## src/rtl/ocp_pkg.sv

```systemverilog
// Shared types and constants for the output overcurrent protector.
package ocp_pkg;

    // Field widths fixed by the sample and result formats.
    localparam int CHAN_W    = 6;
    localparam int CURRENT_W = 12;
    localparam int COUNT_W   = 7;
    localparam int FAULT_W   = 2;
    localparam int CFG_IDX_W = 3;
    localparam int CFG_DATA_W = 12;

    // Fault codes.
    localparam logic [FAULT_W-1:0] FAULT_NONE = 2'h0;
    localparam logic [FAULT_W-1:0] FAULT_OPEN = 2'h1;
    localparam logic [FAULT_W-1:0] FAULT_OVER = 2'h2;

    // Overload counter saturates here.
    localparam logic [COUNT_W-1:0] COUNT_MAX = 7'h7f;

    // Configuration register indexes.
    localparam logic [CFG_IDX_W-1:0] CFG_LIMIT_ZERO  = 3'd0;
    localparam logic [CFG_IDX_W-1:0] CFG_LIMIT_ONE   = 3'd1;
    localparam logic [CFG_IDX_W-1:0] CFG_LIMIT_TWO   = 3'd2;
    localparam logic [CFG_IDX_W-1:0] CFG_LIMIT_THREE = 3'd3;
    localparam logic [CFG_IDX_W-1:0] CFG_OPEN_LEVEL  = 3'd4;
    localparam logic [CFG_IDX_W-1:0] CFG_TRIP_COUNT  = 3'd5;

    // Input word: one sample for one channel.
    typedef struct packed {
        logic [CHAN_W-1:0]    chan;
        logic                 want_on;
        logic [CURRENT_W-1:0] current;
    } in_word_t;

    // Output word: resulting drive and fault of the channel.
    typedef struct packed {
        logic [CHAN_W-1:0]  out_chan;
        logic               drive_on;
        logic [FAULT_W-1:0] fault;
    } out_word_t;

    // Per-channel state held in memory.
    typedef struct packed {
        logic [COUNT_W-1:0] count;
        logic [FAULT_W-1:0] fault;
        logic               drive;
    } chan_state_t;

endpackage

```

## src/rtl/ocp_state_mem.sv

```systemverilog
// Per-channel state memory with valid bits and same-cycle write bypass.
module ocp_state_mem #(
    parameter int DEPTH = 40,
    parameter int IDX_W = 6
) (
    input  logic                 aclk,
    input  logic                 aresetn,
    input  logic                 rd_en,
    input  logic [IDX_W-1:0]     rd_addr,
    output ocp_pkg::chan_state_t rd_data,
    input  logic                 wr_en,
    input  logic [IDX_W-1:0]     wr_addr,
    input  ocp_pkg::chan_state_t wr_data
);
    import ocp_pkg::*;

    chan_state_t            mem [DEPTH];
    chan_state_t            ram_q_reg;
    logic [DEPTH-1:0]       valid_reg;
    logic                   hit_valid_reg;
    logic                   byp_hit_reg;
    chan_state_t            byp_data_reg;

    // Synchronous memory: one write port, one registered read port.
    always_ff @(posedge aclk) begin
        if (wr_en) begin
            mem[wr_addr] <= wr_data;
        end
        if (rd_en) begin
            ram_q_reg <= mem[rd_addr];
        end
    end

    // Entries never written read as zero; the valid bits stand in for a clear.
    always_ff @(posedge aclk) begin
        if (!aresetn) begin
            valid_reg     <= '0;
            hit_valid_reg <= 1'b0;
            byp_hit_reg   <= 1'b0;
        end else begin
            if (wr_en) begin
                valid_reg[wr_addr] <= 1'b1;
            end
            if (rd_en) begin
                hit_valid_reg <= valid_reg[rd_addr];
                byp_hit_reg   <= wr_en && (wr_addr == rd_addr);
            end
        end
    end

    // Capture the word being written at every read; it is used when the read hits that entry.
    always_ff @(posedge aclk) begin
        if (rd_en) begin
            byp_data_reg <= wr_data;
        end
    end

    // Merge bypass, valid bit and memory word.
    always_comb begin
        if (byp_hit_reg) begin
            rd_data = byp_data_reg;
        end else if (hit_valid_reg) begin
            rd_data = ram_q_reg;
        end else begin
            rd_data = '0;
        end
    end

    a_wr_in_range: assert property (@(posedge aclk) disable iff (!aresetn)
        wr_en |-> (int'(wr_addr) < DEPTH))
        else $error("state write beyond the last channel");

    a_rd_in_range: assert property (@(posedge aclk) disable iff (!aresetn)
        rd_en |-> (int'(rd_addr) < DEPTH))
        else $error("state read beyond the last channel");

    a_bypass: assert property (@(posedge aclk) disable iff (!aresetn)
        (rd_en && wr_en && (rd_addr == wr_addr)) |=> (rd_data == $past(wr_data)))
        else $error("read of an entry written in the same cycle missed the new word");

endmodule

```

## src/rtl/output_overcurrent_protector.sv

```systemverilog
// Top level of the output overcurrent protector: pipeline, update logic and registers.
//
//   Channel  Direction  Handshake            Word
//   s_       in         s_valid / s_ready    in_word_t  (chan, want_on, current)
//   m_       out        m_valid / m_ready    out_word_t (out_chan, drive_on, fault)
//   cfg_     in         cfg_wr_en            cfg_index, cfg_wdata
//
// One word per cycle is accepted unless the output stalls, and one result per word is
// returned. The state memory is read at the accepting edge, the update runs in the next
// cycle, and the result enters the output register when the update stage advances.
// A word accepted at the edge that writes its channel takes the new state via bypass.
// Reset clears all configuration to defaults and marks all channel state as zero;
// no clearing pass is needed. A stalled output holds the update stage, which then
// holds the input side.
module output_overcurrent_protector #(
    parameter int CHANNELS = 40
) (
    input  logic                          aclk,
    input  logic                          aresetn,
    input  logic                          s_valid,
    output logic                          s_ready,
    input  ocp_pkg::in_word_t             s_data,
    output logic                          m_valid,
    input  logic                          m_ready,
    output ocp_pkg::out_word_t            m_data,
    input  logic                          cfg_wr_en,
    input  logic [ocp_pkg::CFG_IDX_W-1:0] cfg_index,
    input  logic [ocp_pkg::CFG_DATA_W-1:0] cfg_wdata
);
    import ocp_pkg::*;

    localparam int IDX_W = (CHANNELS > 1) ? $clog2(CHANNELS) : 1;
    localparam logic [CHAN_W:0] CHAN_LIMIT = (CHAN_W + 1)'(CHANNELS);

    // Configuration registers.
    logic [CURRENT_W-1:0] limit_zero_reg;
    logic [CURRENT_W-1:0] limit_one_reg;
    logic [CURRENT_W-1:0] limit_two_reg;
    logic [CURRENT_W-1:0] limit_three_reg;
    logic [CURRENT_W-1:0] open_level_reg;
    logic [COUNT_W-1:0]   trip_count_reg;

    // Update stage and output register.
    logic        st1_valid_reg;
    in_word_t    st1_word_reg;
    logic        st1_in_range_reg;
    logic        m_valid_reg;
    out_word_t   m_data_reg;

    logic        s_accept;
    logic        s_in_range;
    logic        st1_advance;
    chan_state_t cur_state;
    chan_state_t new_state;
    out_word_t   result;
    logic [CURRENT_W-1:0] group_limit;
    logic [IDX_W-1:0]     rd_addr;
    logic [IDX_W-1:0]     wr_addr;
    logic        wr_en;

    // Handshake and stage control.
    assign st1_advance = st1_valid_reg && (!m_valid_reg || m_ready);
    assign s_ready     = !st1_valid_reg || st1_advance;
    assign s_accept    = s_valid && s_ready;
    assign s_in_range  = ({1'b0, s_data.chan} < CHAN_LIMIT);
    assign rd_addr     = s_data.chan[IDX_W-1:0];
    assign wr_addr     = st1_word_reg.chan[IDX_W-1:0];
    assign wr_en       = st1_advance && st1_in_range_reg;
    assign m_valid     = m_valid_reg;
    assign m_data      = m_data_reg;

    // Configuration writes.
    always_ff @(posedge aclk) begin
        if (!aresetn) begin
            limit_zero_reg  <= 12'd12;
            limit_one_reg   <= 12'd90;
            limit_two_reg   <= 12'd60;
            limit_three_reg <= 12'd18;
            open_level_reg  <= 12'd6;
            trip_count_reg  <= 7'd100;
        end else if (cfg_wr_en) begin
            case (cfg_index)
                CFG_LIMIT_ZERO:  limit_zero_reg  <= cfg_wdata;
                CFG_LIMIT_ONE:   limit_one_reg   <= cfg_wdata;
                CFG_LIMIT_TWO:   limit_two_reg   <= cfg_wdata;
                CFG_LIMIT_THREE: limit_three_reg <= cfg_wdata;
                CFG_OPEN_LEVEL:  open_level_reg  <= cfg_wdata;
                CFG_TRIP_COUNT:  trip_count_reg  <= cfg_wdata[COUNT_W-1:0];
                default: ;
            endcase
        end
    end

    ocp_state_mem #(
        .DEPTH (CHANNELS),
        .IDX_W (IDX_W)
    ) u_state_mem (
        .aclk    (aclk),
        .aresetn (aresetn),
        .rd_en   (s_accept && s_in_range),
        .rd_addr (rd_addr),
        .rd_data (cur_state),
        .wr_en   (wr_en),
        .wr_addr (wr_addr),
        .wr_data (new_state)
    );

    // Threshold of the channel's group.
    always_comb begin
        if (st1_word_reg.chan == '0) begin
            group_limit = limit_zero_reg;
        end else if (st1_word_reg.chan <= 6'd3) begin
            group_limit = limit_one_reg;
        end else if (st1_word_reg.chan <= 6'd19) begin
            group_limit = limit_two_reg;
        end else begin
            group_limit = limit_three_reg;
        end
    end

    // Channel update: off clears, latched holds, otherwise trip check and counting.
    always_comb begin
        new_state = cur_state;
        if (!st1_word_reg.want_on) begin
            new_state = '0;
        end else if (cur_state.fault != FAULT_OVER) begin
            if (cur_state.count >= trip_count_reg) begin
                new_state.drive = 1'b0;
                new_state.fault = FAULT_OVER;
            end else begin
                new_state.drive = 1'b1;
                new_state.fault = (st1_word_reg.current < open_level_reg) ? FAULT_OPEN
                                                                          : FAULT_NONE;
            end
            if (st1_word_reg.current > group_limit) begin
                if (cur_state.count != COUNT_MAX) begin
                    new_state.count = cur_state.count + 7'd1;
                end
            end else if (cur_state.count != '0) begin
                new_state.count = cur_state.count - 7'd1;
            end
        end
    end

    // Result word; samples for missing channels report off and no fault.
    always_comb begin
        result.out_chan = st1_word_reg.chan;
        result.drive_on = st1_in_range_reg ? new_state.drive : 1'b0;
        result.fault    = st1_in_range_reg ? new_state.fault : FAULT_NONE;
    end

    // Stage valid flags.
    always_ff @(posedge aclk) begin
        if (!aresetn) begin
            st1_valid_reg <= 1'b0;
            m_valid_reg   <= 1'b0;
        end else begin
            if (s_ready) begin
                st1_valid_reg <= s_accept;
            end
            if (st1_advance) begin
                m_valid_reg <= 1'b1;
            end else if (m_ready) begin
                m_valid_reg <= 1'b0;
            end
        end
    end

    // Stage payloads.
    always_ff @(posedge aclk) begin
        if (s_accept) begin
            st1_word_reg     <= s_data;
            st1_in_range_reg <= s_in_range;
        end
        if (st1_advance) begin
            m_data_reg <= result;
        end
    end

    a_fault_code: assert property (@(posedge aclk) disable iff (!aresetn)
        m_valid |-> (m_data.fault == FAULT_NONE || m_data.fault == FAULT_OPEN ||
                     m_data.fault == FAULT_OVER))
        else $error("result carries an undefined fault code");

    a_trip_off: assert property (@(posedge aclk) disable iff (!aresetn)
        (m_valid && (m_data.fault == FAULT_OVER)) |-> !m_data.drive_on)
        else $error("tripped channel still driven");

    a_missing_chan: assert property (@(posedge aclk) disable iff (!aresetn)
        (m_valid && ({1'b0, m_data.out_chan} >= CHAN_LIMIT)) |->
        (!m_data.drive_on && (m_data.fault == FAULT_NONE)))
        else $error("sample for a missing channel gave a drive or fault");

    a_stall_holds: assert property (@(posedge aclk) disable iff (!aresetn)
        (st1_valid_reg && m_valid_reg && !m_ready) |-> !s_ready)
        else $error("input taken while the update stage was stalled");

endmodule
```

## config.mk

```make
export PLATFORM = sky130hd
export DESIGN_NAME = output_overcurrent_protector
export DESIGN_NICKNAME = d
export VERILOG_FILES = /design/src/rtl/ocp_pkg.sv /design/src/rtl/ocp_state_mem.sv /design/src/rtl/output_overcurrent_protector.sv
export SDC_FILE = /design/constraint.sdc
export NUM_CORES = 1
export LEC_CHECK = 0
export BUFFER_PORTS_ARGS = -buffer_cell sky130_fd_sc_hd__buf_2
export CORE_MARGIN = 1.5
export CORE_UTILIZATION = 32
export CTS_CLUSTER_SIZE = 25
export DETAILED_ROUTE_END_ITERATION = 7
export SETUP_SLACK_MARGIN = 0.2
export SYNTH_ARGS = -nofsm -noshare
export SYNTH_HDL_FRONTEND = slang
export SYNTH_SLANG_ARGS = --single-unit
```

## constraint.sdc

```tcl
create_clock -name aclk -period 6.52 [get_ports aclk]
set_input_delay 1.304 -clock aclk [delete_from_list [all_inputs] [get_ports aclk]]
set_output_delay 1.304 -clock aclk [all_outputs]
set_load 0.005 [all_outputs]
```

==> results.json, run 1 <==
{
  "rsz0062_at_grt": "false",
  "post-place-ws_ns": 1.47,
  "coreArea_um2": 70300,
  "tns_ns": 0,
  "status": "completed",
  "arrival_ns": 5.34,
  "critPathKind": "reg2reg",
  "synth_cell_types": 51,
  "postSynth.asyncResetShare_pct": 0,
  "ys_seq_area_share_pct": 68.8,
  "synth-edff-count": 449,
  "path_clk_slew_ns": 0.06,
  "grt_max_degree": 112,
  "required_ns": 6.77,
  "synth_nets": 1469,
  "clock-sinks": 560,
  "mostFrequentLayoutCells": "449 x edfxtp_1, 163 x nand2_1, 132 x mux4_2, 111 x dfxtp_1, 66 x nor2_1",
  "slew_violations": 0,
  "finalNetCount": 1547,
  "clk_latency_ns": 0.62,
  "num_antenna_cells": 0,
  "yosys_register_bits": 560,
  "cts_buffers": 56,
  "utilization_pct": 37.1,
  "ant_nets": 0,
  "whs_ns": 0.461,
  "die_area_um2": 72900,
  "gp_congestion": 0.811,
  "grt_pass1_wl_mm": 80.3,
  "antenna_found_initial": 1,
  "worst_slew_pin_slew_ns": 1.16,
  "cts_root_buffer": "clkbuf_16",
  "final_common_cell": "edfxtp_1",
  "wl_per_cell_um": 21.8,
  "finalCritPeriodShare_pct": 78.0,
  "fmax_mhz": 197,
  "drive_above_1_share_pct": 21.7,
  "cp_max_fo": 41,
  "htree_num_levels": 2,
  "start_util_pct": 32.5,
  "cts_tree": "done",
  "slew_headroom_pct": 22.1,
  "die_h_um": 270,
  "drtPass1Iterations": 6,
  "avgViaCountPerCell": 5.08,
  "grt_pass1_vias": 12500,
  "fill_cells": 6491,
  "io_buffer_count": 49,
  "yosys_warnings": 0,
  "fin_area_um2": 26000,
  "post_cts_buffers": 0,
  "ios": 50,
  "synthFlopType": "edfxtp_1",
  "hold_viol_final": 0,
  "die_w_um": 270,
  "gr-usage-all-layers_pct": 14.6,
  "placed_area_um2": 24300,
  "largest_register_ffs": 400,
  "reg2reg_slack_ns": 1.43,
  "p_leak_nw": 8.65,
  "ctsResizeCount": 0,
  "drt_iter0_drc": 995,
  "finalCriticalPeriod_ns": 5.09,
  "clock_path_buffers": 3,
  "syn2layout_area_growth_pct": 14.2,
  "power.density_nw_per_um2": 289,
  "cp-end-kind": "register",
  "synthCells": 1397,
  "startpoint_type": "register",
  "rows": 97,
  "vias": 12500,
  "ir_worst_vdd_uv": 205,
  "finalWorstSetupSlack_ns": 1.43,
  "avgSynthCellArea_um2": 16.3,
  "worstHoldPathType": "reg2reg",
  "maxCapViolations": 0,
  "overflow": 0,
  "hpwl_mm": 33.7,
  "wl_mm": 53.5,
  "synth_area_um2": 22800,
  "finalClockSkew_ns": 0.0242,
  "cts_hold_repair.buffers": 0,
  "drc": 0,
  "setup_viol": 0
}
layout make-up:
class / count / area, um2 / area share (%)
multi-input cells: 734 / 6690 / 25.7
well taps: 940 / 1180 / 4.52
repair buffers: 93 / 587 / 2.25
inverters: 30 / 113 / 0.432
flip-flops and latches: 560 / 15700 / 60.3
clock buffers: 75 / 1520 / 5.85
clock inverters: 25 / 248 / 0.951
worst max-delay path, stage by stage (launching register included):
cell and delay (ns):
edfxtp_1 0.54, or3_1 0.58, nor4_4 0.80, buf_4 0.27
a211oi_1 0.05, a21oi_1 0.19, ha_1 0.26, nand4_1 0.13
a21oi_1 0.07, o41ai_2 0.29, buf_4 0.26, nor2_1 0.11
or3_1 0.36, a21boi_4 0.79
final timing paths:
path / start / endpoint / depth (start not counted)
worst max-delay path: wr_addr[2] / u_state_mem.mem[2][3] / 13
worst min-delay path: u_state_mem.valid_reg[22] / u_state_mem.valid_reg[22] / 1
worst max register to register: wr_addr[2] / u_state_mem.mem[2][3] / 13
worst min register to register: u_state_mem.valid_reg[22] / u_state_mem.valid_reg[22] / 1
through the flow:
step                      power, mW  instances
after global placement         4.46       2357
after global routing           7.77       2457
after CTS                      7.61       2457
after floorplan                4.32       1397
after detailed placement       4.48       2357
final                          7.53       2457
layer usage:
metal  up-vias  global-route usage, %  part of all wire [%]
met1      6455                   19.8                    44
met2       361                   23.5                    47
li1       5574                      -                     -
met5         -                      0                 0.024
met3        85                   3.19                   6.4
met4         2                   4.24                   2.5
cells in the mapped netlist (13+ instances only):
cell | count | area (um2)
edfxtp_1 | 449 | 13500
a21oi_1 | 27 | 135
a21boi_0 | 48 | 360
nand3_1 | 25 | 125
dfxtp_1 | 111 | 2220
clkbuf_1 | 45 | 169
o21a_1 | 49 | 368
o211ai_1 | 16 | 120
inv_1 | 30 | 113
a211oi_1 | 14 | 105
nor2_1 | 76 | 285
mux2i_1 | 20 | 200
nor2b_1 | 18 | 113
nand2_1 | 163 | 612
mux4_2 | 132 | 2970
o21ai_0 | 23 | 115
a22oi_1 | 13 | 97.6
ha_1 | 33 | 413
cell families after synthesis:
| group | Yosys count | share of synthesized area (%) |
|---|---|---|
| multiplexers | 154 | 14.0 |
| buffers and inverters | 103 | 2.17 |
| adder cells (fa/ha/maj) | 33 | 1.81 |
| flip-flops | 560 | 68.8 |
| XOR/XNOR | 7 | 0.269 |
| AND/OR/NAND/NOR | 327 | 6.27 |
| AO/OA/AOI/OAI | 213 | 6.62 |
where the power goes:
group	internal, mW	leakage, nW	total [mW]	switching (mW)
clock network	1.79	0.871	3.13	1.34
logic	0.167	2.71	0.447	0.280
registers	3.92	5.07	3.95	0.0279
total	5.89	8.65	7.53	1.65
(Power assumes the default switching activity.)
==> run 2, diff against run 1 <==
==> constraint.sdc (replaced) <==
create_clock -name aclk -period 4.9 [get_ports aclk]
set_input_delay 0.98 -clock aclk [delete_from_list [all_inputs] [get_ports aclk]]
set_output_delay 0.98 -clock aclk [all_outputs]
set_load 0.005 [all_outputs]
==> run 2 against run 1 <==
Compared with the run above: combinational power grew 36%; final area grew 1.2%; global-route usage is essentially flat; first-iteration DRC count grew 31%; power grew 36%; sequential share of layout area shrank 0.70 points; final cell count grew 1.2%; count of clock-buffer cells in the layout grew 12; worst hold slack lost 0.00061 ns; sequential power grew 33%; highest routed layer is now met4; register-to-register slack lost 0.97 ns; non-clock buffer count grew 17.
==> results.json, run 2 (same netlist as run 1, synthesis figures left out) <==
{
  "status": "completed",
  "min_from": "u_state_mem.valid_reg[15]",
  "cts_hold_repair.buffers": 0,
  "syn2layout_area_growth_pct": 15.5,
  "worst-path-buf-inv": 2,
  "htree_num_levels": 2,
  "coreArea_um2": 70300,
  "gp_congestion": 0.837,
  "worst_slew_pin_slew_ns": 1.08,
  "path_clk_slew_ns": 0.06,
  "slew_headroom_pct": 27.8,
  "wl_per_cell_um": 21.7,
  "overflow": 0,
  "drc": 0,
  "place_inst": 2374,
  "final_common_cell": "edfxtp_1",
  "ios": 50,
  "hpwl_mm": 34.2,
  "power.density_nw_per_um2": 387,
  "io_buffer_count": 49,
  "drt_iter0_drc": 1301,
  "start_util_pct": 32.5,
  "r2r-start": "wr_addr[0]",
  "critPathKind": "reg2reg",
  "finalNetCount": 1567,
  "finalCriticalPeriod_ns": 4.44,
  "grt_max_degree": 112,
  "slowest_stage": "o22ai_2",
  "arrival_ns": 4.71,
  "mostFrequentLayoutCells": "449 x edfxtp_1, 163 x nand2_1, 132 x mux4_2, 111 x dfxtp_1, 71 x nor2_1",
  "rows": 97,
  "worstHoldPathType": "reg2reg",
  "slew_violations": 0,
  "p_leak_nw": 8.82,
  "cp_max_fo": 24,
  "grt_pass1_wl_mm": 80.4,
  "clk_latency_ns": 0.61,
  "critPathTopFamily": "compound AO/OA/AOI/OAI gates",
  "path_cells": "or3_1 > nor4_4 > buf_4 > a21oi_1 > ha_1 > nand2_1 > o211ai_1 > o31a_1 > o41ai_2 > buf_4 > nor4_1 > a21oi_2 > o22ai_2",
  "clock-sinks": 560,
  "crit_path_frequent_cell": "buf_4",
  "die_h_um": 270,
  "fmax_mhz": 225,
  "tns_ns": 0,
  "stdcell_count": 2486,
  "clock_path_buffers": 3,
  "startpoint_type": "register",
  "cp_slowest_stage_delay_ns": 0.80,
  "post_cts_buffers": 0,
  "wl_mm": 54.0,
  "die_w_um": 270,
  "setup_viol": 0,
  "grt_pass1_vias": 12600,
  "startpoint": "wr_addr[0]",
  "ir_worst_vdd_uv": 294,
  "finalWorstSetupSlack_ns": 0.460,
  "rsz0062_at_grt": "false",
  "drtPass1Iterations": 6,
  "cts_buffers": 58,
  "die_area_um2": 72900,
  "post-place-ws_ns": 0.494,
  "ant_nets": 0,
  "vias": 12700,
  "required_ns": 5.17,
  "avgViaCountPerCell": 5.09,
  "maxCapViolations": 0,
  "antenna_found_initial": 1,
  "gr-usage-all-layers_pct": 14.6,
  "hold_viol_final": 0,
  "finalClockSkew_ns": 0.0169,
  "largest_register_ffs": 400,
  "cts_root_buffer": "clkbuf_16",
  "finalCritPeriodShare_pct": 90.6,
  "drive_above_1_share_pct": 22.9,
  "whs_ns": 0.461,
  "cts_tree": "done",
  "cp-end-kind": "register"
}
-- run 2: changes by cell type in the layout (fill, tap and decap cells not counted), sizes merged, moves of 4 or more --
| cell | change |
|---|---|
| clkbuf | +13 |
| buf | +16 |
| clkinvlp | +4 |
| clkinv | -4 |
-- run 2: routing by layer --
layer / GRT usage (%) / up-vias / wire [um]
met4: 4.26 / 0 / 1200
met1: 20.9 / 6577 / 24800
met5: 0 / - / 0
met2: 22.8 / 372 / 25000
met3: 2.39 / 74 / 2940
li1: - / 5628 / -
-- run 2: path summary, 6_finish.rpt --
| path | endpoint | slack (ns) | depth (start not counted) |
|---|---|---|---|
| max | u_state_mem.mem[19][8] | 0.46 | 13 |
| min | u_state_mem.valid_reg[15] | 0.46 | 1 |
| max reg2reg | u_state_mem.mem[19][8] | 0.46 | 13 |
| min reg2reg | u_state_mem.valid_reg[15] | 0.46 | 1 |
-- run 2: through the flow --
stage          util (%)  area (um2)  total power [mW]
6_report           37.5       26400              10.2
5_1_grt            37.5       26300              10.5
4_1_cts            37.5       26300              10.3
3_5_place_dp       34.7       24400              5.96
3_3_place_gp       34.7       24400              5.94
2_1_floorplan         -       22800              5.74
-- run 2: area by class of cell --
type | instances | area (um2)
Fill cell | 6471 | 43900
Sequential cell | 560 | 15700
Multi-Input combinational cell | 735 | 6690
Clock buffer | 87 | 1690
Tap cell | 940 | 1180
Timing Repair Buffer | 110 | 754
Clock inverter | 23 | 219
Inverter | 30 | 113
Antenna cell | 1 | 2.50
-- run 2: power breakdown --
group | total (mW) | switching, mW | internal (mW)
registers | 5.26 | 0.0374 | 5.22
clock network | 4.34 | 1.80 | 2.55
logic | 0.608 | 0.378 | 0.230
total | 10.2 | 2.21 | 8.00
-- run 2: timing repair --
| action | in CTS | in global routing |
|---|---|---|
| endpoints found under the hold margin | 0 | 0 |
| setup endpoints to repair | 0 | 41 |
| gates resized for setup | 0 | 1 |
==> run 3, diff against run 2 <==
--- a/config.mk
+++ b/config.mk
@@ -8,6 +8,7 @@
 export BUFFER_PORTS_ARGS = -buffer_cell sky130_fd_sc_hd__buf_2
 export CORE_MARGIN = 1.5
 export CORE_UTILIZATION = 32
+export CTS_BUF_LIST = sky130_fd_sc_hd__clkbuf_4 sky130_fd_sc_hd__clkbuf_8
 export CTS_CLUSTER_SIZE = 25
 export DETAILED_ROUTE_END_ITERATION = 7
 export SETUP_SLACK_MARGIN = 0.2
==> run 3 against run 2 <==
Compared with the run above: critical path depth grew 1; count of clock-buffer cells in the layout is 45 higher; register-to-register slack improved by 0.13 ns; clock power fell by 8.5%; worst hold slack got worse by 0.0019 ns; via count grew 1.9%; largest cell class unchanged; fmax is 3.1% higher; routed wire length increased by 0.81%; sequential share of layout area increased by 0.23 points; highest routed layer unchanged; largest power group unchanged.
==> results.json, run 3 (same netlist as run 1, synthesis figures left out) <==
{
  "status": "completed",
  "swShare_pct": 22.5,
  "gr-usage-all-layers_pct": 14.8,
  "slew_violations": 0,
  "cts_buffers": 93,
  "setup_viol": 0,
  "power.density_nw_per_um2": 375,
  "hold_viol_final": 0,
  "drt_iter0_drc": 1160,
  "grt_max_degree": 112,
  "cp-end-kind": "register",
  "multi_input_area_um2": 6690,
  "p_sw_mw": 2.22,
  "finalCriticalPeriod_ns": 4.31,
  "clock_power_share_pct": 40.3,
  "whs_ns": 0.459,
  "finalNetCount": 1602,
  "finalCritPeriodShare_pct": 87.9,
  "rsz0062_at_grt": "false",
  "clock-sinks": 560,
  "pwr-share-comb_pct": 6.2,
  "antenna_found_initial": 0,
  "cts_tree": "done",
  "required_ns": 5.33,
  "arrival_ns": 4.73,
  "fmax_mhz": 232,
  "cp-endpoint": "u_state_mem.mem[2][3]",
  "path_clk_slew_ns": 0.06,
  "drive_above_1_share_pct": 25.8,
  "grt_pass1_wl_mm": 81.4,
  "ios": 50,
  "mostFrequentLayoutCells": "449 x edfxtp_1, 163 x nand2_1, 132 x mux4_2, 111 x dfxtp_1, 101 x clkbuf_8",
  "startpoint_type": "register",
  "fill_cells": 6557,
  "r2r-start": "wr_addr[0]",
  "hpwl_mm": 34.2,
  "ant_nets": 0,
  "reg2reg_slack_ns": 0.59,
  "die_w_um": 270,
  "final-seq-area_um2": 15700,
  "maxCapViolations": 0,
  "io_buffer_count": 49,
  "rows": 97,
  "ir_worst_vdd_uv": 201,
  "worst_slew_pin_slew_ns": 1.08,
  "gp_congestion": 0.837,
  "finalClockSkew_ns": 0.0204,
  "drc": 0,
  "p_leak_nw": 8.84,
  "avgViaCountPerCell": 5.07,
  "overflow": 0,
  "htree_num_levels": 3,
  "die_area_um2": 72900,
  "num_antenna_cells": 0,
  "wl_mm": 54.4,
  "clk_latency_ns": 0.67,
  "syn2layout_area_growth_pct": 15.1,
  "vias": 12900,
  "reg2reg_depth": 14,
  "finalWorstSetupSlack_ns": 0.594,
  "critPathKind": "reg2reg",
  "power.total_mw": 9.84,
  "start_util_pct": 32.5,
  "clock_path_buffers": 3,
  "wl_per_cell_um": 21.4,
  "cts_root_buffer": "clkbuf_8",
  "tns_ns": 0,
  "final_common_cell": "edfxtp_1",
  "drtPass1Iterations": 5,
  "grt_pass1_vias": 13000,
  "largest_register_ffs": 400,
  "die_h_um": 270,
  "cp_max_fo": 41,
  "r2r-end": "u_state_mem.mem[2][3]",
  "post-place-ws_ns": 0.494,
  "pwr-share-seq_pct": 53.5,
  "startpoint": "wr_addr[0]",
  "slew_headroom_pct": 27.7,
  "worstHoldPathType": "reg2reg",
  "coreArea_um2": 70300,
  "post_cts_buffers": 0,
  "intPower_mw": 7.63
}
==> run 3: cell types whose count changed in the layout (fill, tap and decap cells not counted), sizes merged <==
cell / before / now
clkinvlp: 4 / 3
clkinv: 16 / 30
clkbuf: 88 / 133
diode: 1 / 0
inv: 30 / 31
bufinv: 3 / 1
==> run 3: layer usage <==
metal  track usage, %  vias to the layer above  routed length (um)
met3             2.76                       92                3470
met1             20.7                     6662               24600
met2             23.1                      432               25100
li1                 -                     5709                   -
met5                0                        -                   0
met4             5.04                        0                1320
==> run 3: worst min-delay path by stage <==
stage | slack [ns] | cells past startpoint | start | end
after floorplan | 0.42 | 0 | wr_addr[0] | m_data[3]
after global placement | 0.44 | 1 | u_state_mem.valid_reg[0] | u_state_mem.valid_reg[0]
after detailed placement | 0.45 | 1 | u_state_mem.valid_reg[15] | u_state_mem.valid_reg[15]
after CTS | 0.43 | 1 | s_data[11] | st1_word_reg[11]
after global routing | 0.45 | 1 | s_data[11] | st1_word_reg[11]
final | 0.46 | 1 | u_state_mem.valid_reg[15] | u_state_mem.valid_reg[15]
==> run 3: timing repair <==
action,CTS,global route
setup endpoints to repair,0,41
resized for setup,0,2
hold buffers,0,0
==> run 3: stage by stage <==
stage	cells	area, um2	util [%]
6_report	2542	26200	37.4
5_1_grt	2542	26200	37.4
4_1_cts	2541	26200	37.3
3_5_place_dp	2374	24400	34.7
3_3_place_gp	2374	24400	34.7
2_1_floorplan	1397	22800	-
==> run 3: power by group through the flow <==
stage | Combinational, mW | Clock, mW | Sequential, mW
final | 0.611 | 3.97 | 5.26
after global routing | 0.664 | 4.29 | 5.26
after CTS | 0.607 | 4.08 | 5.26
after detailed placement | 0.605 | 0 | 5.36
after global placement | 0.587 | 0 | 5.36
after floorplan | 0.403 | 0 | 5.34
==> run 3: critical path, cell delays in order, from the launching register on <==
cell and delay [ns]:
edfxtp_1 0.53, or3_1 0.59, nor4_4 0.18, buf_4 0.29, a211oi_1 0.07, a21oi_1 0.17
ha_1 0.28, a21oi_1 0.19, o21ai_0 0.14, o41ai_2 0.32, buf_4 0.27, nor2_1 0.11
or3_1 0.36, a21boi_4 0.16, buf_4 0.36
==> run 3: cell type report <==
| class | instances | area share (%) |
|---|---|---|
| Timing Repair Buffer | 110 | 2.87 |
| Tap cell | 940 | 4.48 |
| Clock inverter | 35 | 0.720 |
| Inverter | 30 | 0.429 |
| Multi-Input combinational cell | 735 | 25.5 |
| Clock buffer | 132 | 6.16 |
| Sequential cell | 560 | 59.8 |
